<file path="config.mk">
export PLATFORM = sky130hd
export DESIGN_NAME = hlca_ctrl
export DESIGN_NICKNAME = d
export VERILOG_FILES = /design/src/hlca_pkg.sv /design/src/hlca_ctrl.sv
export SDC_FILE = /design/constraint.sdc
export NUM_CORES = 1
export LEC_CHECK = 0
export ABC_AREA = 1
export BUFFER_PORTS_ARGS = -buffer_cell sky130_fd_sc_hd__buf_2
export CORE_AREA = 2 2 39 41
export DETAILED_ROUTE_END_ITERATION = 12
export DIE_AREA = 0 0 41 43
export PLACE_DENSITY_LB_ADDON = 0.1
export REMOVE_ABC_BUFFERS = 1
export SLEW_MARGIN = 40
export SYNTH_ARGS = -nofsm -noshare
export SYNTH_HDL_FRONTEND = slang
export SYNTH_SLANG_ARGS = --single-unit
</file>
<file path="constraint.sdc">
create_clock -name clk -period 0.9 [get_ports clk]
set_input_delay 0 -clock clk [delete_from_list [all_inputs] [get_ports clk]]
set_output_delay 0 -clock clk [all_outputs]
set_load 0.02 [all_outputs]
</file>
<file path="src/hlca_pkg.sv">
`default_nettype none
package hlca_pkg;

  localparam int LeafCount = 4096;
  localparam int IdxW = 12;
  localparam int CoordW = 17;
  localparam int CoordFrac = 16;
  localparam int CoeffFrac = 24;
  localparam int TermShift = 2 * CoordFrac + 3 - CoeffFrac;
  localparam int WideW = 20;
  localparam int MemW = 32 * 3 + 4;

  typedef struct packed {
    logic [IdxW-1:0]   leaf_index;
    logic [CoordW-1:0] x_start;
    logic [CoordW-1:0] y_start;
    logic [CoordW-1:0] x_end;
    logic [CoordW-1:0] y_end;
  } in_item_t;

  typedef struct packed {
    logic signed [31:0] coeff_horizontal;
    logic signed [31:0] coeff_vertical;
    logic signed [31:0] coeff_diagonal;
    logic [3:0]         boundary_mask;
    logic               saturated;
  } out_item_t;

  typedef enum logic [3:0] {
    ST_CLEAR, ST_IDLE, ST_READ, ST_LOAD, ST_SPLIT, ST_DIV, ST_MID, ST_MULT, ST_ACC,
    ST_NEXT, ST_WRITE
  } state_t;

  typedef struct packed {
    logic load;
    logic rd;
    logic latch_rd;
    logic split;
    logic div_step;
    logic mid;
    logic mult;
    logic acc;
    logic next;
    logic wr;
    logic clr_wr;
  } cmd_t;

  typedef struct packed {
    logic ready;
    logic need_div;
    logic div_done;
    logic more;
    logic clr_done;
  } status_t;

endpackage
`default_nettype wire

</file>
<file path="src/hlca_ctrl.sv">
`default_nettype none
module hlca_ctrl import hlca_pkg::*; (
  input  wire logic    clk,
  input  wire logic    rst,
  input  wire logic    start,
  input  status_t      status,
  output cmd_t         cmd,
  output logic         busy,
  output logic         done
);
  state_t state, state_next;

  always_ff @(posedge clk) begin
    if (rst) state <= ST_CLEAR;
    else state <= state_next;
  end

  always_comb begin
    state_next = state;
    cmd = '0;
    busy = 1'b1;
    done = 1'b0;
    unique case (state)
      ST_CLEAR: begin
        cmd.clr_wr = 1'b1;
        if (status.clr_done) state_next = ST_IDLE;
      end
      ST_IDLE: begin
        busy = 1'b0;
        cmd.load = start;
        if (start) state_next = ST_READ;
      end
      ST_READ: begin
        cmd.rd = 1'b1;
        state_next = ST_LOAD;
      end
      ST_LOAD: begin
        cmd.latch_rd = 1'b1;
        state_next = ST_SPLIT;
      end
      ST_SPLIT: begin
        cmd.split = 1'b1;
        if (status.ready) state_next = ST_MULT;
        else if (status.need_div) state_next = ST_DIV;
        else state_next = ST_SPLIT;
      end
      ST_DIV: begin
        cmd.div_step = 1'b1;
        if (status.div_done) state_next = ST_MID;
      end
      ST_MID: begin
        cmd.mid = 1'b1;
        state_next = ST_SPLIT;
      end
      ST_MULT: begin
        cmd.mult = 1'b1;
        state_next = ST_ACC;
      end
      ST_ACC: begin
        cmd.acc = 1'b1;
        state_next = ST_NEXT;
      end
      ST_NEXT: begin
        cmd.next = 1'b1;
        state_next = status.more ? ST_SPLIT : ST_WRITE;
      end
      ST_WRITE: begin
        cmd.wr = 1'b1;
        done = 1'b1;
        state_next = ST_IDLE;
      end
      default: state_next = ST_IDLE;
    endcase
  end
endmodule
`default_nettype wire

</file>
==> results of run 1 <==
-- kinds of logic (layout without fill, tap and decap cells) --
kind of cell    Yosys count  count (layout)
simple gates             44              44
flops                     4               4
buf+inv                  21              66
compound gates            3               3
-- power breakdown --
part           switching (uW)  leakage, uW  internal [uW]
clock network            76.1    0.0000138            149
logic                     501     0.000460            519
registers                63.9    0.0000355            213
-- critical path: stages (launching register included) --
cell and delay [ns]:
dfxtp_4 0.36, nor2_4 0.14, inv_2 0.07, buf_6 0.11, nor3_2 0.13, buf_4 0.17
-- what timing repair did --
| action | 4_1_cts | 5_1_grt |
|---|---|---|
| hold buffers | 1 | 0 |
| setup endpoints to repair | 17 | 17 |
| gates resized for setup | 58 | 30 |
| pin swaps | 11 | 9 |
| setup buffers | 9 | 4 |
| hold endpoints to repair | 2 | 0 |
-- metal layers --
layer  share of wire  wire [um]
met1            0.39        597
met2            0.54        815
met3           0.037         56
met4           0.028         43
met5               0          0
-- through the flow --
stage                util  std cells  TNS (ns)
finish              0.691        133     -4.22
global route        0.691        133     -5.12
CTS                 0.603        129     -4.00
detailed placement  0.408        116     -1.95
global placement    0.408        116     -1.94
floorplan               -         71     -1.47
-- cell usage after synthesis (2+ instances only) --
| cell type | n | area, um^2 |
|---|---|---|
| a21oi_1 | 2 | 10.0 |
| nand2_1 | 18 | 67.6 |
| nand3_1 | 6 | 30.0 |
| dfxtp_1 | 4 | 80.1 |
| inv_2 | 3 | 11.3 |
| inv_1 | 17 | 63.8 |
| nor2_2 | 4 | 25.0 |
| nor2_1 | 11 | 41.3 |
| nor2_4 | 2 | 22.5 |
-- worst max-delay path by stage --
stage / start / to / slack (ns) / depth (start not counted)
after CTS: state[0]$_SDFFE_PP0P_ / cmd[10] / -0.31 / 6
after detailed placement: state[2]$_SDFFE_PP0P_ / state[0]$_SDFFE_PP0P_ / -0.23 / 7
after global placement: state[3]$_SDFFE_PP0P_ / state[1]$_SDFFE_PP0P_ / -0.24 / 6
after global routing: state[3]$_SDFFE_PP0P_ / cmd[8] / -0.36 / 6
final: state[1]$_SDFFE_PP0P_ / cmd[0] / -0.32 / 5
after floorplan: state[1]$_SDFFE_PP0P_ / state[1]$_SDFFE_PP0P_ / -0.32 / 7
-- final cells by class --
type	count	area, um^2	area share
inverter	20	82.6	0.0864
sequential	4	95.1	0.0995
tap	16	20.0	0.0209
multi-input combinational	47	345	0.361
timing repair buffer	43	390	0.408
clock buffer	3	22.5	0.0236
==> reports/results.txt, run 1 <==
status -> finished with violations
violated checks -> negative setup slack
Hold Path Origin -> status[1]
PD cells -> 1590 nW/um^2
Layout Skew -> 0.00611 ns
H-tree depth -> 1
# IOs -> 21
Synth Area in Simple Gates -> 0.534
worst hold path cell count -> 3
Synth Area in Adders -> 0
GPL Wtd Cong -> 0.824
grt met2 use -> 0.278
TritonRoute pass-1 iters -> 4
RSZ-0062 raised after global routing -> yes
Max IR drop VDD -> 1.07 mV
Final Critical Period -> 1.22 ns
via count -> 598
Antenna Cells -> 0
Min-Delay Endpoint -> state[2]$_SDFFE_PP0P_
most frequent cells in the layout -> buf_6 (22), buf_4 (13), inv_2 (11), nor2_4 (11), nand2_1 (9)
Yosys warnings -> 0
WHS -> 0.0286 ns
most common cell after layout, fill and taps aside -> buf_6
Slew Limit Headroom -> 0.888
Max Fclk -> 0.817 GHz
DR vias/cell -> 4.50
vias in the first global route -> 511
# nets final -> 127
worst r2r src -> state[0]$_SDFFE_PP0P_
P&R area growth vs syn -> 149%
DPL Wire Length -> 860 um
busiest grt layer -> met2
asr flop ratio synth -> 0
Worst-Margin Slew -> 0.167 ns
root buf cell -> clkbuf_4
Setup crit end kind -> primary output
gr ovfl total -> 0
class of the worst hold path -> input port to flop
ratio of cells with drive above 1 in the final layout -> 0.769
CTS tree -> done
Main synth FF type -> dfxtp_1
Distinct cells, synth -> 14
Worst-Skew Late Latency -> 0.24 ns
Sink Count -> 4
first-pass GRT wire length -> 2060 um
crit share post-route -> 1.36
final setup fails -> 17
Longest Clk Path Bufs -> 2
Initial Util -> 0.278
Die H -> 43 um
top flop regs -> state: 4 flops
CTS Buf Count -> 3
clock transition at the registers of the reported paths -> 0.04 ns
Die X -> 41 um
DRC errors left -> 0
post-synthesis mux area share -> 0
WL final -> 1510 um
initial antenna violation count -> 0
dpl ws -> -0.233 ns
Initial DRC Count -> 4
total track usage -> 0.173
Biggest register -> state
Syn Std Cell Area -> 384 um^2
XOR/XNOR Fraction of Synth Area -> 0
met1 usage in global routing -> 0.208
Final Cell Area -> 956 um^2
Seq cells post-synth -> 4
DP Area -> 564 um^2
post-route setup slack -> -0.324 ns
Slew Limit Fails -> 0
crit path DAT -> 1.22 ns
cell leakage power -> 0.000509 uW
sequential share of the synthesized area -> 0.208
R2R Setup Slk -> -0.28 ns
FILL cells -> 121
Max-Cap Viols -> 0
PortBufs -> 20
DIE AREA -> 1760 um^2
antenna viol nets, final -> 0
Syn Area/Cell -> 5.33 um^2
max FFs per register -> 4
Post-synth EDFFs -> 0
CP startpoint kind -> flop
met3 usage -> 0.0157
Mapped Cells -> 72
# rows -> 14
Crit path required time -> 0.90 ns
Core ar. -> 1380 um^2
Overall Power -> 1520 uW
largest net degree at the start of global routing -> 6
reg2reg path depth -> 8
Routed wire per std cell -> 11.4 um
Setup CP Type -> flop to primary output
Synth Area in Compound Gates -> 0.0423
Max FO, Critical Path -> 4
main combinational cell family by area after synthesis -> simple AND/OR/NAND/NOR gates
final hold vios -> 0
capture point of the worst reg-to-reg path -> state[1]$_SDFFE_PP0P_
Power figures use the tool's default switching activity.
==> run 2: changes to the inputs <==
--- a/config.mk
+++ b/config.mk
@@ -10,6 +10,7 @@
 export CORE_AREA = 2 2 39 41
 export DETAILED_ROUTE_END_ITERATION = 12
 export DIE_AREA = 0 0 41 43
+export GPL_TIMING_DRIVEN = 0
 export PLACE_DENSITY_LB_ADDON = 0.1
 export REMOVE_ABC_BUFFERS = 1
 export SLEW_MARGIN = 40
==> run 2 against run 1 <==
Against the previous run:
- the flow still finishes with violations (negative setup slack)
- first-iteration DRC count rose by 100%
- non-clock buffer count fell by 16
- hold slack improved by 0.011 ns
- utilization fell by 17 points
- sequential share of layout area rose by 3.2 points
- global-route usage fell by 3.7 points
- clock-buffer cell count did not move
- sequential power fell by 2%
- maximum frequency rose by 10%
- wire length fell by 31%
- design area fell by 24%
- clock power fell by 8%
- critical path type unchanged
- highest routed layer is now met3
==> reports/results.txt, run 2 (synthesis results as in run 1) <==
status -> finished with violations
violated checks -> negative setup slack
clock transition at the registers of the reported paths -> 0.04 ns
Clk pwr share -> 0.183
WHS -> 0.0393 ns
Final Critical Period -> 1.11 ns
capture point of the worst reg-to-reg path -> state[1]$_SDFFE_PP0P_
Worst-Skew Late Latency -> 0.22 ns
combinational power share -> 0.578
most frequent cells in the layout -> nand2_1 (12), inv_1 (10), buf_4 (9), buf_6 (9)
Max Fclk -> 0.902 GHz
DIE AREA -> 1760 um^2
vias in the first global route -> 432
CP startpoint kind -> flop
Layout Skew -> 0.000662 ns
# IOs -> 21
Final Cell Area -> 726 um^2
crit share post-route -> 1.23
Initial Util -> 0.278
Seq pwr share -> 0.239
gr ovfl total -> 0
Sink Count -> 4
Setup CP Type -> flop to primary output
Initial DRC Count -> 8
largest net degree at the start of global routing -> 6
Antenna Cells -> 0
first-pass GRT wire length -> 1660 um
# rows -> 14
TritonRoute pass-1 iters -> 4
Biggest register -> state
P&R area growth vs syn -> 88.9%
via count -> 485
Min-Delay Endpoint -> state[2]$_SDFFE_PP0P_
CTS tree -> done
DPL Wire Length -> 791 um
Slew Limit Fails -> 0
DR vias/cell -> 4.15
# nets final -> 111
CTS Buf Count -> 3
root buf cell -> clkbuf_4
worst hold path cell count -> 3
max FFs per register -> 4
Routed wire per std cell -> 8.97 um
Crit path required time -> 0.90 ns
worst r2r src -> state[0]$_SDFFE_PP0P_
top flop regs -> state: 4 flops
Die X -> 41 um
Max FO, Critical Path -> 5
class of the worst hold path -> input port to flop
antenna viol nets, final -> 0
DP Area -> 497 um^2
DRC errors left -> 0
PortBufs -> 20
fin util -> 0.524
crit path DAT -> 1.11 ns
most common cell after layout, fill and taps aside -> nand2_1
ratio of cells with drive above 1 in the final layout -> 0.614
H-tree depth -> 1
Setup crit end kind -> primary output
final hold vios -> 0
Die H -> 43 um
reg2reg path depth -> 8
Longest Clk Path Bufs -> 2
Psw -> 491 uW
dpl ws -> -0.244 ns
Max-Cap Viols -> 0
Int Pwr -> 647 uW
final setup fails -> 17
WL final -> 1050 um
Worst-Margin Slew -> 0.167 ns
switch share -> 0.431
cell leakage power -> 0.000404 uW
GPL Wtd Cong -> 0.802
Hold Path Origin -> status[1]
R2R Setup Slk -> -0.20 ns
Core ar. -> 1380 um^2
total track usage -> 0.136
setup_tns -> -2.69 ns
PD cells -> 1570 nW/um^2
Max IR drop VDD -> 0.954 mV
Slew Limit Headroom -> 0.888
RSZ-0062 raised after global routing -> yes
initial antenna violation count -> 0
post-route setup slack -> -0.209 ns
## run 2: final cells by class
class / instances / area [um^2]
Multi-Input combinational cell: 47 / 289
Timing Repair Buffer: 27 / 219
Clock buffer: 3 / 22.5
Sequential cell: 4 / 95.1
Inverter: 20 / 80.1
Tap cell: 16 / 20.0
Fill cell: 150 / 658
## run 2: worst max-delay path by stage
| stage | depth (start not counted) | end | slack [ns] | start |
|---|---|---|---|---|
| 5_1_grt | 7 | state[0]$_SDFFE_PP0P_ | -0.28 | state[0]$_SDFFE_PP0P_ |
| 6_report | 4 | cmd[10] | -0.21 | state[2]$_SDFFE_PP0P_ |
| 3_3_place_gp | 8 | state[1]$_SDFFE_PP0P_ | -0.24 | state[1]$_SDFFE_PP0P_ |
| 4_1_cts | 5 | cmd[10] | -0.22 | state[0]$_SDFFE_PP0P_ |
| 2_1_floorplan | 7 | state[1]$_SDFFE_PP0P_ | -0.32 | state[1]$_SDFFE_PP0P_ |
| 3_5_place_dp | 7 | state[0]$_SDFFE_PP0P_ | -0.24 | state[2]$_SDFFE_PP0P_ |
## run 2: power groups by stage
stage                     logic, uW  registers [uW]  clock network [uW]
after floorplan                 348             238                   0
after global placement          460             251                   0
after detailed placement        460             250                   0
after CTS                       588             267                 218
after global routing            723             277                 234
final                           658             272                 208
## run 2: worst max-delay path, cell delays in order, from the launching register on
cell     delay (ns)
dfxtp_4        0.36
nor2_4         0.18
nand2_2        0.10
nor2_1         0.10
buf_4          0.14
## run 2: per-stage QoR
step,power [uW],instances
global route,1230,117
floorplan,586,71
global placement,711,107
finish,1140,117
detailed placement,710,107
CTS,1070,115
## run 2: routing by layer
metal,up-vias,GRT usage,wire [um]
met5,-,0,0
met4,0,0.0400,0
met3,0,0.0314,48
met2,13,0.209,544
met1,205,0.180,457
li1,267,-,-
## run 2: what timing repair did
item / in CTS / in global routing
hold buffers: 1 / 0
hold endpoints to repair: 3 / 0
pin swaps: 9 / 5
endpoints found under the setup margin: 17 / 17
resized for setup: 44 / 12
buffers inserted: 4 / 2
